File: config.mk
export PLATFORM = sky130hd
export DESIGN_NAME = qam_mul
export DESIGN_NICKNAME = d
export VERILOG_FILES = /design/src/quadrotor_attitude_mixer_defines.svh /design/src/qam_pkg.sv /design/src/qam_mul.sv
export SDC_FILE = /design/constraint.sdc
export NUM_CORES = 2
export LEC_CHECK = 0
export BUFFER_PORTS_ARGS = -buffer_cell sky130_fd_sc_hd__buf_2
export CAP_MARGIN = 10
export CORE_UTILIZATION = 40
export CTS_CLUSTER_SIZE = 24
export DETAILED_ROUTE_END_ITERATION = 8
export MAX_ROUTING_LAYER = met4
export SLEW_MARGIN = 20
export SYNTH_ARGS = -nofsm -noshare
export SYNTH_HDL_FRONTEND = slang
export SYNTH_SLANG_ARGS = --single-unit
File: constraint.sdc
create_clock -name clk -period 18.5 [get_ports clk]
set_clock_uncertainty 0.15 [all_clocks]
set_input_delay 1.85 -clock clk [delete_from_list [all_inputs] [get_ports clk]]
set_output_delay 1.85 -clock clk [all_outputs]
set_load 0.01 [all_outputs]
File: src/quadrotor_attitude_mixer_defines.svh
// assertion helpers for the attitude mixer, clocked on clk, quiet while rst is high
`ifndef QUADROTOR_ATTITUDE_MIXER_DEFINES_SVH
`define QUADROTOR_ATTITUDE_MIXER_DEFINES_SVH
// property that must hold at every edge out of reset
`define QAM_ASSERT(lbl, prop, msg) \
  lbl: assert property (@(posedge clk) disable iff (rst) prop) else $error(msg);
// condition that must never be seen
`define QAM_NEVER(lbl, cond, msg) \
  `QAM_ASSERT(lbl, !(cond), msg)
`endif

File: src/qam_pkg.sv
// ----------------------------------------------------------------------------
// qam_pkg
// Widths, fixed-point constants, codes and types shared by the mixer files.
// ----------------------------------------------------------------------------
`timescale 1ns / 1ps

package qam_pkg;

  localparam int FRACTION_BITS   = 16;
  localparam int CORDIC_STEPS    = 16;
  localparam int ANGLE_TABLE_LEN = 24;
  localparam int CORDIC_N  = (CORDIC_STEPS > ANGLE_TABLE_LEN) ? ANGLE_TABLE_LEN : CORDIC_STEPS;
  localparam int IW        = $clog2(CORDIC_N);

  localparam int DW = 32;              // field width
  localparam int MW = 33;              // multiplier operand width
  localparam int PW = 2 * MW;          // product width
  localparam int WW = 52;              // wide intermediate width
  localparam int CW = 34;              // cordic datapath width
  localparam int FW = 36;              // reduced angle width

  // angle reduction: yaw scaled to 30 fraction bits, remainder by 2*pi
  localparam int RSH       = 30 - FRACTION_BITS;
  localparam int RW        = 64 - FRACTION_BITS;

  localparam longint PI_Q30      = 64'sd3373259426;
  localparam longint TWO_PI_Q30  = 64'sd6746518852;
  localparam longint HALF_PI_Q30 = 64'sd1686629713;
  localparam longint CK115_Q30   = 64'sd123480310;
  localparam longint CK100_Q30   = 64'sd107374182;
  localparam longint CORDIC_X0   = 64'sd652032874 + (64'sd434688583 >>> (2 * CORDIC_N));

  // quotient estimate |yaw| * RECIP_2PI >> 32 is low by at most one
  localparam longint RECIP_2PI   = (64'sd1 <<< (RSH + 32)) / TWO_PI_Q30;

  localparam longint ONE_F    = 64'sd1 <<< FRACTION_BITS;
  localparam longint RND_Q30  = 64'sd1 <<< (RSH - 1);
  localparam longint PI_F     = (PI_Q30 + RND_Q30) >>> RSH;
  localparam longint TWO_PI_F = (TWO_PI_Q30 + RND_Q30) >>> RSH;
  localparam longint G115_F   = (CK115_Q30 + RND_Q30) >>> RSH;
  localparam longint G100_F   = (CK100_Q30 + RND_Q30) >>> RSH;

  // configuration register indexes
  localparam logic [3:0] REG_HOVER    = 4'd0;
  localparam logic [3:0] REG_ALT_OFS  = 4'd1;
  localparam logic [3:0] REG_VERT     = 4'd2;
  localparam logic [3:0] REG_ROLL     = 4'd3;
  localparam logic [3:0] REG_PITCH    = 4'd4;
  localparam logic [3:0] REG_HEADING  = 4'd5;
  localparam logic [3:0] REG_POSITION = 4'd6;
  localparam logic [3:0] REG_VELOCITY = 4'd7;

  typedef enum logic [1:0] {ST_IDLE, ST_TRIG, ST_MUL, ST_OUT} state_t;
  typedef enum logic [2:0] {CS_IDLE, CS_QUO, CS_RED, CS_CORR, CS_FOLD, CS_ITER} cstate_t;

  typedef enum logic [4:0] {
    OP_YAW, OP_FE_A, OP_FE_B, OP_SE_A, OP_SE_B, OP_FV_A, OP_FV_B, OP_SV_A, OP_SV_B,
    OP_PD_A, OP_PD_B, OP_RD_A, OP_RD_B, OP_ROLL, OP_PITCH, OP_SQ, OP_CUBE, OP_VERT,
    OP_GROLL, OP_GPITCH
  } step_t;

  typedef struct packed {
    logic                 done;
    logic signed [DW-1:0] sin_v;
    logic signed [DW-1:0] cos_v;
  } trig_t;

endpackage

File: src/qam_mul.sv
// ----------------------------------------------------------------------------
// qam_mul
// Shared signed multiplier with a registered product.
// ----------------------------------------------------------------------------
`timescale 1ns / 1ps

module qam_mul
  import qam_pkg::*;
(
  input  logic                 clk,
  input  logic signed [MW-1:0] a,
  input  logic signed [MW-1:0] b,
  output logic signed [PW-1:0] p
);

  always_ff @(posedge clk) begin
    p <= a * b;
  end

endmodule

==> impl_metrics.toml <==
[setup_path]
cp.depth = 26
path_delay_family = "adder cells"
arrival_ps = 10120
path_buf_inv = 8
crit_end = "p[58]"
setup.worst_path.end_class = "flip-flop"
cpMostUsedCell = "fa_1"
start_kind = "input pin"
slowest_delay_ps = 750
cp.required_ps = 18630
crit_start = "b[0]"
crit_type = "in -> reg"
crit_slowest_cell = "a22oi_1"
crit_fanout = 33

[flow_run]
cap_violations = 0

[floorplanning]
die_area_sq_mm = 0.103
initial_core_util = 0.406
io-pin-count = 133
core_area_sq_mm = 0.100
die_h_um = 321
fp.dieW_um = 321
fp-row-count = 116

[global_routing]
grt_pass1_wl_um = 179000
grt_usage = 0.236
grt_antenna_before_repair = 5
grt_pass1_vias = 31000
grt_max_degree = 34
grt_overflow = 0

[synth]
synth_fp_nets = 5767
yosysWarningCount = 0
synthesis.area_sq_mm = 0.0407
synthCells = 4338
synthMuxAreaShare = 0
synth_edf_count = 0
synth-seq-area-share = 0.0324
synth-xor-area-share = 0.0146
avgSynthCellArea_sq_um = 9.39
synth_compound_area_frac = 0.0407
ys_types = 80
synth_fa_ha_area_frac = 0.629
synth_top_family_by_area = "adder cells"
async_flop_share = 0
yosys_register_bits = 66
synth-simple-area-share = 0.158
synth_flop_cell = "dfxtp_1"

[layout]
layout-drive-gt1-share = 0.0492
reg.largest.list = "p: 66 flops"
regMostFlops = "p"
largest_reg_flops = 66
fin_nets = 5713
postLayoutCoreUtil = 0.426
post-route-cell-area_sq_mm = 0.0427
syn2layout_area_growth_pct = 4.95

[status]
status = "finished, final reports clean"

[clock_tree]
clk_pin_slew_ps = 70
cts.path.max_buffers = 2
cts_made_buffers = 9
cts_hold_buf = 0
root_buffer = "clkbuf_16"
cts_setup_buffers = 0
cts_resized = 0
numClockSinks = 66
cts.htree.levels = 3
cts_tree = "done"

[routing]
ant_nets = 0
drtIter0Drc = 1496
post_drt_wl_per_cell_um = 19.5
first_pass_iters = 5
num_vias = 28100
vias_per_cell = 4.97
drc_errors = 0
drt-total-wl_um = 110000

[sta]
worst_pin_slew_ps = 920
rsz0062_at_grt = "false"
min_period_over_period = 0.540
fin_tns_setup_ps = 0
max_freq_ghz = 0.100
setup_ws_ps = 8520
slew_headroom = 0.387
drv_slew = 0
hold_viol = 0
fin_crit_ps = 9980
setup_viol = 0

[placement]
dpl_cell_area_sq_mm = 0.0424
place_ws_ps = 8020
dp_hpwl_um = 90300
gp_congestion = 0.908
port-buffer-count = 132

[hold_path]
holdCritPathClass = "in -> reg"
[cells in the mapped netlist, types with 8 or more instances]
cell type	count	area, sq um
inv_1	1131	4250
clkbuf_1	208	781
ha_1	217	2720
o21ai_0	25	125
nand2_1	551	2070
buf_2	11	55.1
xnor2_1	43	377
nand2b_1	12	75.1
o21bai_1	11	82.6
a21o_1	36	270
xor2_1	25	219
a21oi_1	57	285
and2_1	562	3520
nand3_1	25	125
fa_1	1145	22900
a31oi_1	8	50.1
dfxtp_1	66	1320
nor2_1	68	255
nand4_1	11	68.8
[through the flow]
stage	std cells	hold WS [ps]
after detailed placement	5630	2090
after CTS	5646	1880
final	5652	1900
after global placement	5630	2100
after floorplan	4338	1830
after global routing	5650	1930
[metal layers]
metal	wire [um]	global-route usage	vias to the layer above
met5	0	-	-
met4	3860	0.0779	0
met3	6160	0.0298	149
met2	55500	0.389	729
met1	44800	0.301	15000
li1	-	-	12200
[kinds of logic after synthesis]
kind of cell	Yosys count
DFF	66
adders and majority gates	1362
xor gates and xnor gates	68
AOI/OAI and AO/OA	219
and+or+nand+nor	1271
buffers and inverters	1352
[cell type report]
cell class / instances / area (sq um)
multi-input combinational: 2920 / 34300
timing repair buffer: 156 / 841
antenna: 6 / 15.0
clock buffer: 10 / 239
clock inverter: 6 / 66.3
inverter: 1131 / 4250
fill: 10000 / 57700
sequential: 66 / 1320
tap: 1357 / 1700
[placed cells by master, fill, tap and decap left out, types with 5 or more instances in the layout]
| cell | netlist | routed |
|---|---|---|
| a211o_1 | 6 | 6 |
| a211oi_1 | 7 | 7 |
| a21o_1 | 36 | 36 |
| a21oi_1 | 57 | 56 |
| a31oi_1 | 8 | 8 |
| and2_1 | 562 | 562 |
| and3_1 | 5 | 5 |
| and4_1 | 5 | 5 |
| buf_2 | 11 | 132 |
| buf_4 | 0 | 24 |
| clkbuf_16 | 0 | 9 |
| dfxtp_1 | 66 | 66 |
| diode_2 | 0 | 6 |
| fa_1 | 1145 | 1144 |
| ha_1 | 217 | 217 |
| inv_1 | 1131 | 1131 |
| nand2_1 | 551 | 551 |
| nand2b_1 | 12 | 12 |
| nand3_1 | 25 | 25 |
| nand4_1 | 11 | 11 |
| nor2_1 | 68 | 68 |
| nor2b_1 | 5 | 5 |
| nor3_1 | 7 | 7 |
| o21a_1 | 6 | 6 |
| o21ai_0 | 25 | 25 |
| o21ai_1 | 6 | 6 |
| o21bai_1 | 11 | 11 |
| xnor2_1 | 43 | 43 |
| xor2_1 | 25 | 25 |
[worst min path at each step]
| stage | from | end | depth (start not counted) |
|---|---|---|---|
| detailed placement | p[3] | p[3] | 1 |
| global route | b[0] | p[0] | 2 |
| global placement | p[21] | p[21] | 1 |
| floorplan | a[0] | p[0] | 1 |
| finish | b[0] | p[0] | 2 |
| CTS | b[0] | p[0] | 2 |
Power is not shown: default switching activity piles up to over one toggle a cycle in this logic, so the estimate is an artifact.
