### src/quadrotor_attitude_mixer_defines.svh
// assertion helpers for the attitude mixer, clocked on clk, quiet while rst is high
`ifndef QUADROTOR_ATTITUDE_MIXER_DEFINES_SVH
`define QUADROTOR_ATTITUDE_MIXER_DEFINES_SVH
// property that must hold at every edge out of reset
`define QAM_ASSERT(lbl, prop, msg) \
  lbl: assert property (@(posedge clk) disable iff (rst) prop) else $error(msg);
// condition that must never be seen
`define QAM_NEVER(lbl, cond, msg) \
  `QAM_ASSERT(lbl, !(cond), msg)
`endif

### src/qam_pkg.sv
// ----------------------------------------------------------------------------
// qam_pkg
// Widths, fixed-point constants, codes and types shared by the mixer files.
// ----------------------------------------------------------------------------
`timescale 1ns / 1ps

package qam_pkg;

  localparam int FRACTION_BITS   = 16;
  localparam int CORDIC_STEPS    = 16;
  localparam int ANGLE_TABLE_LEN = 24;
  localparam int CORDIC_N  = (CORDIC_STEPS > ANGLE_TABLE_LEN) ? ANGLE_TABLE_LEN : CORDIC_STEPS;
  localparam int IW        = $clog2(CORDIC_N);

  localparam int DW = 32;              // field width
  localparam int MW = 33;              // multiplier operand width
  localparam int PW = 2 * MW;          // product width
  localparam int WW = 52;              // wide intermediate width
  localparam int CW = 34;              // cordic datapath width
  localparam int FW = 36;              // reduced angle width

  // angle reduction: yaw scaled to 30 fraction bits, remainder by 2*pi
  localparam int RSH       = 30 - FRACTION_BITS;
  localparam int RW        = 64 - FRACTION_BITS;

  localparam longint PI_Q30      = 64'sd3373259426;
  localparam longint TWO_PI_Q30  = 64'sd6746518852;
  localparam longint HALF_PI_Q30 = 64'sd1686629713;
  localparam longint CK115_Q30   = 64'sd123480310;
  localparam longint CK100_Q30   = 64'sd107374182;
  localparam longint CORDIC_X0   = 64'sd652032874 + (64'sd434688583 >>> (2 * CORDIC_N));

  // quotient estimate |yaw| * RECIP_2PI >> 32 is low by at most one
  localparam longint RECIP_2PI   = (64'sd1 <<< (RSH + 32)) / TWO_PI_Q30;

  localparam longint ONE_F    = 64'sd1 <<< FRACTION_BITS;
  localparam longint RND_Q30  = 64'sd1 <<< (RSH - 1);
  localparam longint PI_F     = (PI_Q30 + RND_Q30) >>> RSH;
  localparam longint TWO_PI_F = (TWO_PI_Q30 + RND_Q30) >>> RSH;
  localparam longint G115_F   = (CK115_Q30 + RND_Q30) >>> RSH;
  localparam longint G100_F   = (CK100_Q30 + RND_Q30) >>> RSH;

  // configuration register indexes
  localparam logic [3:0] REG_HOVER    = 4'd0;
  localparam logic [3:0] REG_ALT_OFS  = 4'd1;
  localparam logic [3:0] REG_VERT     = 4'd2;
  localparam logic [3:0] REG_ROLL     = 4'd3;
  localparam logic [3:0] REG_PITCH    = 4'd4;
  localparam logic [3:0] REG_HEADING  = 4'd5;
  localparam logic [3:0] REG_POSITION = 4'd6;
  localparam logic [3:0] REG_VELOCITY = 4'd7;

  typedef enum logic [1:0] {ST_IDLE, ST_TRIG, ST_MUL, ST_OUT} state_t;
  typedef enum logic [2:0] {CS_IDLE, CS_QUO, CS_RED, CS_CORR, CS_FOLD, CS_ITER} cstate_t;

  typedef enum logic [4:0] {
    OP_YAW, OP_FE_A, OP_FE_B, OP_SE_A, OP_SE_B, OP_FV_A, OP_FV_B, OP_SV_A, OP_SV_B,
    OP_PD_A, OP_PD_B, OP_RD_A, OP_RD_B, OP_ROLL, OP_PITCH, OP_SQ, OP_CUBE, OP_VERT,
    OP_GROLL, OP_GPITCH
  } step_t;

  typedef struct packed {
    logic                 done;
    logic signed [DW-1:0] sin_v;
    logic signed [DW-1:0] cos_v;
  } trig_t;

endpackage

### src/qam_cordic.sv
// ----------------------------------------------------------------------------
// qam_cordic
// Iterative sine and cosine of yaw: remainder by 2*pi, quadrant fold, rotation.
// ----------------------------------------------------------------------------
`timescale 1ns / 1ps

module qam_cordic
  import qam_pkg::*;
(
  input  logic                 clk,
  input  logic                 rst,
  input  logic                 start,
  input  logic signed [DW-1:0] yaw,
  output trig_t                trig
);

  cstate_t               cst, cst_next;
  logic [RW-1:0]         mag, mag_next;
  logic                  neg, neg_next;
  logic [RSH-1:0]        quo, quo_next;
  logic                  flip, flip_next;
  logic [IW-1:0]         iter, iter_next;
  logic signed [CW-1:0]  x, x_next, y, y_next, z, z_next;
  logic signed [DW-1:0]  sin_v, sin_next, cos_v, cos_next;
  logic                  done, done_next;

  logic signed [RW-1:0]  r_in;
  logic [RW-1:0]         tk, recip_prod, qprod;
  logic signed [FW-1:0]  rr;
  logic signed [CW-1:0]  dx, dy, at, xn, yn, zn;

  function automatic logic signed [CW-1:0] atan_q30(input logic [4:0] i);
    logic signed [CW-1:0] v;
    case (i)
      5'd0:  v = CW'(843314857);
      5'd1:  v = CW'(497837829);
      5'd2:  v = CW'(263043837);
      5'd3:  v = CW'(133525159);
      5'd4:  v = CW'(67021687);
      5'd5:  v = CW'(33543516);
      5'd6:  v = CW'(16775851);
      5'd7:  v = CW'(8388437);
      5'd8:  v = CW'(4194283);
      5'd9:  v = CW'(2097149);
      5'd10: v = CW'(1048576);
      5'd11: v = CW'(524288);
      5'd12: v = CW'(262144);
      5'd13: v = CW'(131072);
      5'd14: v = CW'(65536);
      5'd15: v = CW'(32768);
      5'd16: v = CW'(16384);
      5'd17: v = CW'(8192);
      5'd18: v = CW'(4096);
      5'd19: v = CW'(2048);
      5'd20: v = CW'(1024);
      5'd21: v = CW'(512);
      5'd22: v = CW'(256);
      5'd23: v = CW'(128);
      default: v = '0;
    endcase
    return v;
  endfunction

  always_ff @(posedge clk) begin
    if (rst) begin
      cst  <= CS_IDLE;
      done <= 1'b0;
    end else begin
      cst  <= cst_next;
      done <= done_next;
    end
    mag   <= mag_next;
    neg   <= neg_next;
    quo   <= quo_next;
    flip  <= flip_next;
    iter  <= iter_next;
    x     <= x_next;
    y     <= y_next;
    z     <= z_next;
    sin_v <= sin_next;
    cos_v <= cos_next;
  end

  always_comb begin
    cst_next   = cst;
    mag_next   = mag;
    neg_next   = neg;
    quo_next   = quo;
    flip_next  = flip;
    iter_next  = iter;
    x_next     = x;
    y_next     = y;
    z_next     = z;
    sin_next   = sin_v;
    cos_next   = cos_v;
    done_next  = 1'b0;
    r_in       = RW'(yaw) <<< RSH;
    tk         = RW'(TWO_PI_Q30);
    // upper bits of mag hold |yaw| exactly
    recip_prod = RW'(mag[RW-1:RSH]) * RW'(RECIP_2PI);
    qprod      = RW'(quo) * RW'(TWO_PI_Q30);
    rr         = neg ? -$signed(mag[FW-1:0]) : $signed(mag[FW-1:0]);
    dx         = x >>> iter;
    dy         = y >>> iter;
    at         = atan_q30(5'(iter));
    xn         = z[CW-1] ? x + dy : x - dy;
    yn         = z[CW-1] ? y - dx : y + dx;
    zn         = z[CW-1] ? z + at : z - at;
    case (cst)
      CS_IDLE: begin
        if (start) begin
          mag_next = r_in[RW-1] ? RW'(-r_in) : RW'(r_in);
          neg_next = yaw[DW-1];
          cst_next = CS_QUO;
        end
      end
      CS_QUO: begin
        quo_next = recip_prod[RSH+31:32];
        cst_next = CS_RED;
      end
      CS_RED: begin
        mag_next = mag - qprod;
        cst_next = CS_CORR;
      end
      CS_CORR: begin
        // estimate may be one short
        if (mag >= tk) mag_next = mag - tk;
        cst_next = CS_FOLD;
      end
      CS_FOLD: begin
        // remainder keeps the sign of yaw, then one wrap into plus or minus pi
        if (rr > FW'(PI_Q30)) rr = rr - FW'(TWO_PI_Q30);
        else if (rr < -FW'(PI_Q30)) rr = rr + FW'(TWO_PI_Q30);
        flip_next = 1'b0;
        if (rr > FW'(HALF_PI_Q30)) begin
          rr = rr - FW'(PI_Q30);
          flip_next = 1'b1;
        end else if (rr < -FW'(HALF_PI_Q30)) begin
          rr = rr + FW'(PI_Q30);
          flip_next = 1'b1;
        end
        z_next    = CW'(rr);
        x_next    = CW'(CORDIC_X0);
        y_next    = '0;
        iter_next = '0;
        cst_next  = CS_ITER;
      end
      CS_ITER: begin
        x_next = xn;
        y_next = yn;
        z_next = zn;
        if (iter == IW'(CORDIC_N - 1)) begin
          sin_next  = flip ? DW'(-yn) : DW'(yn);
          cos_next  = flip ? DW'(-xn) : DW'(xn);
          done_next = 1'b1;
          cst_next  = CS_IDLE;
        end else begin
          iter_next = iter + 1'b1;
        end
      end
      default: cst_next = CS_IDLE;
    endcase
  end

  assign trig.done  = done;
  assign trig.sin_v = sin_v;
  assign trig.cos_v = cos_v;

endmodule

### config.mk
export PLATFORM = sky130hd
export DESIGN_NAME = qam_cordic
export DESIGN_NICKNAME = d
export VERILOG_FILES = /design/src/quadrotor_attitude_mixer_defines.svh /design/src/qam_pkg.sv /design/src/qam_cordic.sv
export SDC_FILE = /design/constraint.sdc
export NUM_CORES = 2
export LEC_CHECK = 0
export BUFFER_PORTS_ARGS = -buffer_cell sky130_fd_sc_hd__buf_2
export CAP_MARGIN = 20
export CORE_MARGIN = 3
export CORE_UTILIZATION = 40
export CTS_BUF_LIST = sky130_fd_sc_hd__clkbuf_16
export CTS_CLUSTER_SIZE = 40
export DETAILED_ROUTE_END_ITERATION = 8
export GPL_TIMING_DRIVEN = 0
export PLACE_DENSITY = 0.61
export SYNTH_ARGS = -nofsm -noshare
export SYNTH_HDL_FRONTEND = slang
export SYNTH_SLANG_ARGS = --single-unit
### constraint.sdc
create_clock -name clk -period 8.1 [get_ports clk]
set_clock_uncertainty 0.15 [all_clocks]
set_input_delay 1.215 -clock clk [delete_from_list [all_inputs] [get_ports clk]]
set_output_delay 1.215 -clock clk [all_outputs]
set_load 0.05 [all_outputs]
==> reports/qor.tcl <==
set qor(sequential_cell_area_um2) 7610
set qor(maximum_number_of_pins_on_one_net_before_global_route_repair) 55
set qor(critPathMostFrequentCell) {sky130_fd_sc_hd__fa_1}
set qor(worstPathArrival_ps) 8430
set qor(crit_path_leading_delay_family) {adder cells}
set qor(finalCriticalPeriod_ps) 8230
set qor(syn_nets) 5802
set qor(min_path_type) {flip-flop to flip-flop}
set qor(maxCapViolations) 0
set qor(clock_sinks) 264
set qor(worst-path-buf-inv) 5
set qor(areaGrowthSynthToFinish_pct) 10.9
set qor(cts_hold_repair.buffers) 0
set qor(violations) {setup timing}
set qor(wl_per_cell_um) 22.0
set qor(layout_setup_ws_ps) -133
set qor(floorplan.die.width_um) 336
set qor(crit_fanout) 5
set qor(final_nets) 6010
set qor(place_hpwl_mm) 116
set qor(cts.root.buffer_cell) {sky130_fd_sc_hd__clkbuf_16}
set qor(mostFrequentLayoutCells) {sky130_fd_sc_hd__inv_1, sky130_fd_sc_hd__ha_1, sky130_fd_sc_hd__nand2_1}
set qor(grt.total_usage) 0.252
set qor(post-route-drc-count) 0
set qor(fillCellCount) 10467
set qor(drtIter0Drc) 3205
set qor(netlist-cell-type-count) 112
set qor(synth-main-ff-cell) {sky130_fd_sc_hd__edfxtp_1}
set qor(tritoncts.num_buffers) 31
set qor(max_freq_mhz) 121
set qor(use_met2) 0.438
set qor(fin_crit_sh) 1.02
set qor(synth_async_sr_flop_share) 0
set qor(outcome) {complete, but fails checks}
set qor(timing_worst_slew_pin_value_ps) 1140
set qor(clock_tree.buffer_depth) 3
set qor(synth.avg_cell_area_um2) 8.82
set qor(via_count_normalized_by_instance_count) 5.85
set qor(setup.worst_path.start_class) {flip-flop}
set qor(synth_seq_area_share) 0.175
set qor(final-setup-viol-count) 5
set qor(hold_viol_final) 0
set qor(initial_utilization) 0.405
set qor(rsz_0062_raised_after_global_routing) {true}
set qor(critical_path_class) {flip-flop to flip-flop}
set qor(clk_pin_slew_worst_paths_ps) 70
set qor(routed_wirelength_mm) 145
set qor(synth-edff-count) 232
set qor(grt_antenna_before_repair) 3
set qor(core.rowCount) 120
set qor(antenna_left) 0
set qor(crit_slowest_cell) {sky130_fd_sc_hd__fa_2}
set qor(synth.yosys.warnings) 0
set qor(multi_input_comb_area_um2) 33800
set qor(critical_path.max_stage_delay_ps) 620
set qor(routabilityCongestion) 1.02
set qor(groute.layer.met1.usage) 0.320
set qor(fp.coreArea_um2) 108000
set qor(dpl_worst_slack_ps) -2480
set qor(drt_pre_antenna_iters) 8
set qor(die-height_um) 336
set qor(final_max_slew_viol_count) 0
set qor(grt-ovfl-total) 0
set qor(max_slew_headroom_at_the_worst_pin) 0.236
set qor(most_common_library_cell_in_the_layout_ignoring_fill_and_taps) {sky130_fd_sc_hd__inv_1}
set qor(yosys_register_bits) 264
set qor(io_pins) 100
set qor(layout-drive-gt1-share) 0.111
set qor(grt_pass1_wl_mm) 223
set qor(die-area_um2) 113000
set qor(critical_path.endpoint_type) {flip-flop}
set qor(post_synth_inst_count) 4935
set qor(busiest_layer) {met2}
set qor(cts_tree) {done}
set qor(cts_max_level) 1
set qor(groute.layer.met3.usage) 0.0267
set qor(via_count) 38468
set qor(io_buffers) 99
set qor(insertedDiodeCount) 0
set qor(first_global_vias) 38068
set qor(synth.cell_area_um2) 43500
set qor(critPathRequiredTime_ps) 8300
set qor(worst_skew_pair.late_latency_ps) 640
## cells in the mapped netlist, types with 40 or more instances
| library cell | count | area share |
|---|---|---|
| sky130_fd_sc_hd__o21a_1 | 43 | 0.0074 |
| sky130_fd_sc_hd__xnor2_1 | 301 | 0.061 |
| sky130_fd_sc_hd__a21oi_1 | 293 | 0.034 |
| sky130_fd_sc_hd__inv_1 | 559 | 0.048 |
| sky130_fd_sc_hd__a21o_1 | 82 | 0.014 |
| sky130_fd_sc_hd__o211ai_1 | 53 | 0.0091 |
| sky130_fd_sc_hd__nand3_1 | 100 | 0.012 |
| sky130_fd_sc_hd__nor2b_1 | 60 | 0.0086 |
| sky130_fd_sc_hd__mux4_2 | 45 | 0.023 |
| sky130_fd_sc_hd__mux2i_1 | 56 | 0.013 |
| sky130_fd_sc_hd__and2_1 | 70 | 0.010 |
| sky130_fd_sc_hd__o31ai_1 | 41 | 0.0071 |
| sky130_fd_sc_hd__xor2_1 | 169 | 0.034 |
| sky130_fd_sc_hd__or3_1 | 40 | 0.0058 |
| sky130_fd_sc_hd__nand2b_1 | 50 | 0.0072 |
| sky130_fd_sc_hd__o21ai_0 | 249 | 0.029 |
| sky130_fd_sc_hd__nor3_1 | 90 | 0.010 |
| sky130_fd_sc_hd__a31oi_1 | 72 | 0.010 |
| sky130_fd_sc_hd__clkbuf_1 | 119 | 0.010 |
| sky130_fd_sc_hd__nand2_1 | 382 | 0.033 |
| sky130_fd_sc_hd__edfxtp_1 | 232 | 0.16 |
| sky130_fd_sc_hd__a211oi_1 | 46 | 0.0079 |
| sky130_fd_sc_hd__nor2_1 | 335 | 0.029 |
| sky130_fd_sc_hd__fa_1 | 310 | 0.14 |
| sky130_fd_sc_hd__and3_1 | 42 | 0.0060 |
| sky130_fd_sc_hd__ha_1 | 522 | 0.15 |
## area by class of cell
type | count | share of cell area
Buffer | 171 | 0.0164
Clock inverter | 25 | 0.00334
Multi-Input combinational cell | 3932 | 0.701
Clock buffer | 33 | 0.0171
Inverter | 564 | 0.0440
Tap cell | 1403 | 0.0364
Timing Repair Buffer | 179 | 0.0243
Sequential cell | 264 | 0.158
## stage by stage
| step | cell area, µm² | util | hold slack, ps | setup TNS, ps | cells |
|---|---|---|---|---|---|
| after detailed placement | 45900 | 0.427 | 508 | -69390 | 6441 |
| after global placement | 45800 | 0.426 | 472 | -109280 | 6437 |
| final | 48300 | 0.449 | 529 | -440 | 6571 |
| after floorplan | 43500 | - | 368 | 0 | 4935 |
| after CTS | 47800 | 0.444 | 533 | -952 | 6555 |
| after global routing | 48300 | 0.449 | 573 | -4000 | 6571 |
## flip-flops by register name (all words and copies together) (netlist names)
name and flops:
z 34, cos_v 32, x 34, done 1
flip 1, mag 46, iter 4, cst 3
y 34, at 28, sin_v 32, quo 14
neg 1
## layer usage
metal / routed length (µm) / part of all wire
met5: 13 / 0.000090
met4: 6650 / 0.046
met3: 8830 / 0.061
met2: 69500 / 0.48
met1: 59500 / 0.41
## worst register-to-register path: cells and delay by family, from the launching register on
family	cells	cell delay, ps
compound gates	11	2050
xor+xnor	2	330
fa+ha+maj	8	3630
buf+inv	5	350
flops	1	380
simple gates	8	1090
## repair_timing
action / 4_1_cts / 5_1_grt
resized for setup: 132 / 103
setup endpoints to repair: 91 / 76
pin swaps: 69 / 64
setup buffers: 58 / 20
## worst paths after layout
kind         startpoint  endpoint  slack [ps]  cells past startpoint
max              quo[3]   mag[47]        -130                     34
min                x[0]  cos_v[0]         530                      1
max reg2reg      quo[3]   mag[47]        -130                     34
min reg2reg        x[0]  cos_v[0]         530                      1
## cell families (layout without fill, tap and decap cells)
kind of cell	Yosys count	count (layout)	share of synthesized area
and+or+nand+nor	1359	1359	0.155
AOI/OAI and AO/OA	1143	1143	0.174
adders and majority gates	832	832	0.293
buffers and inverters	739	972	0.0654
xor gates and xnor gates	473	473	0.0957
DFF	264	264	0.175
muxes	125	125	0.0424
Power is left out: the tool's default activity adds up to more than one toggle a clock period on the data nets, which glitch-free logic cannot reach.
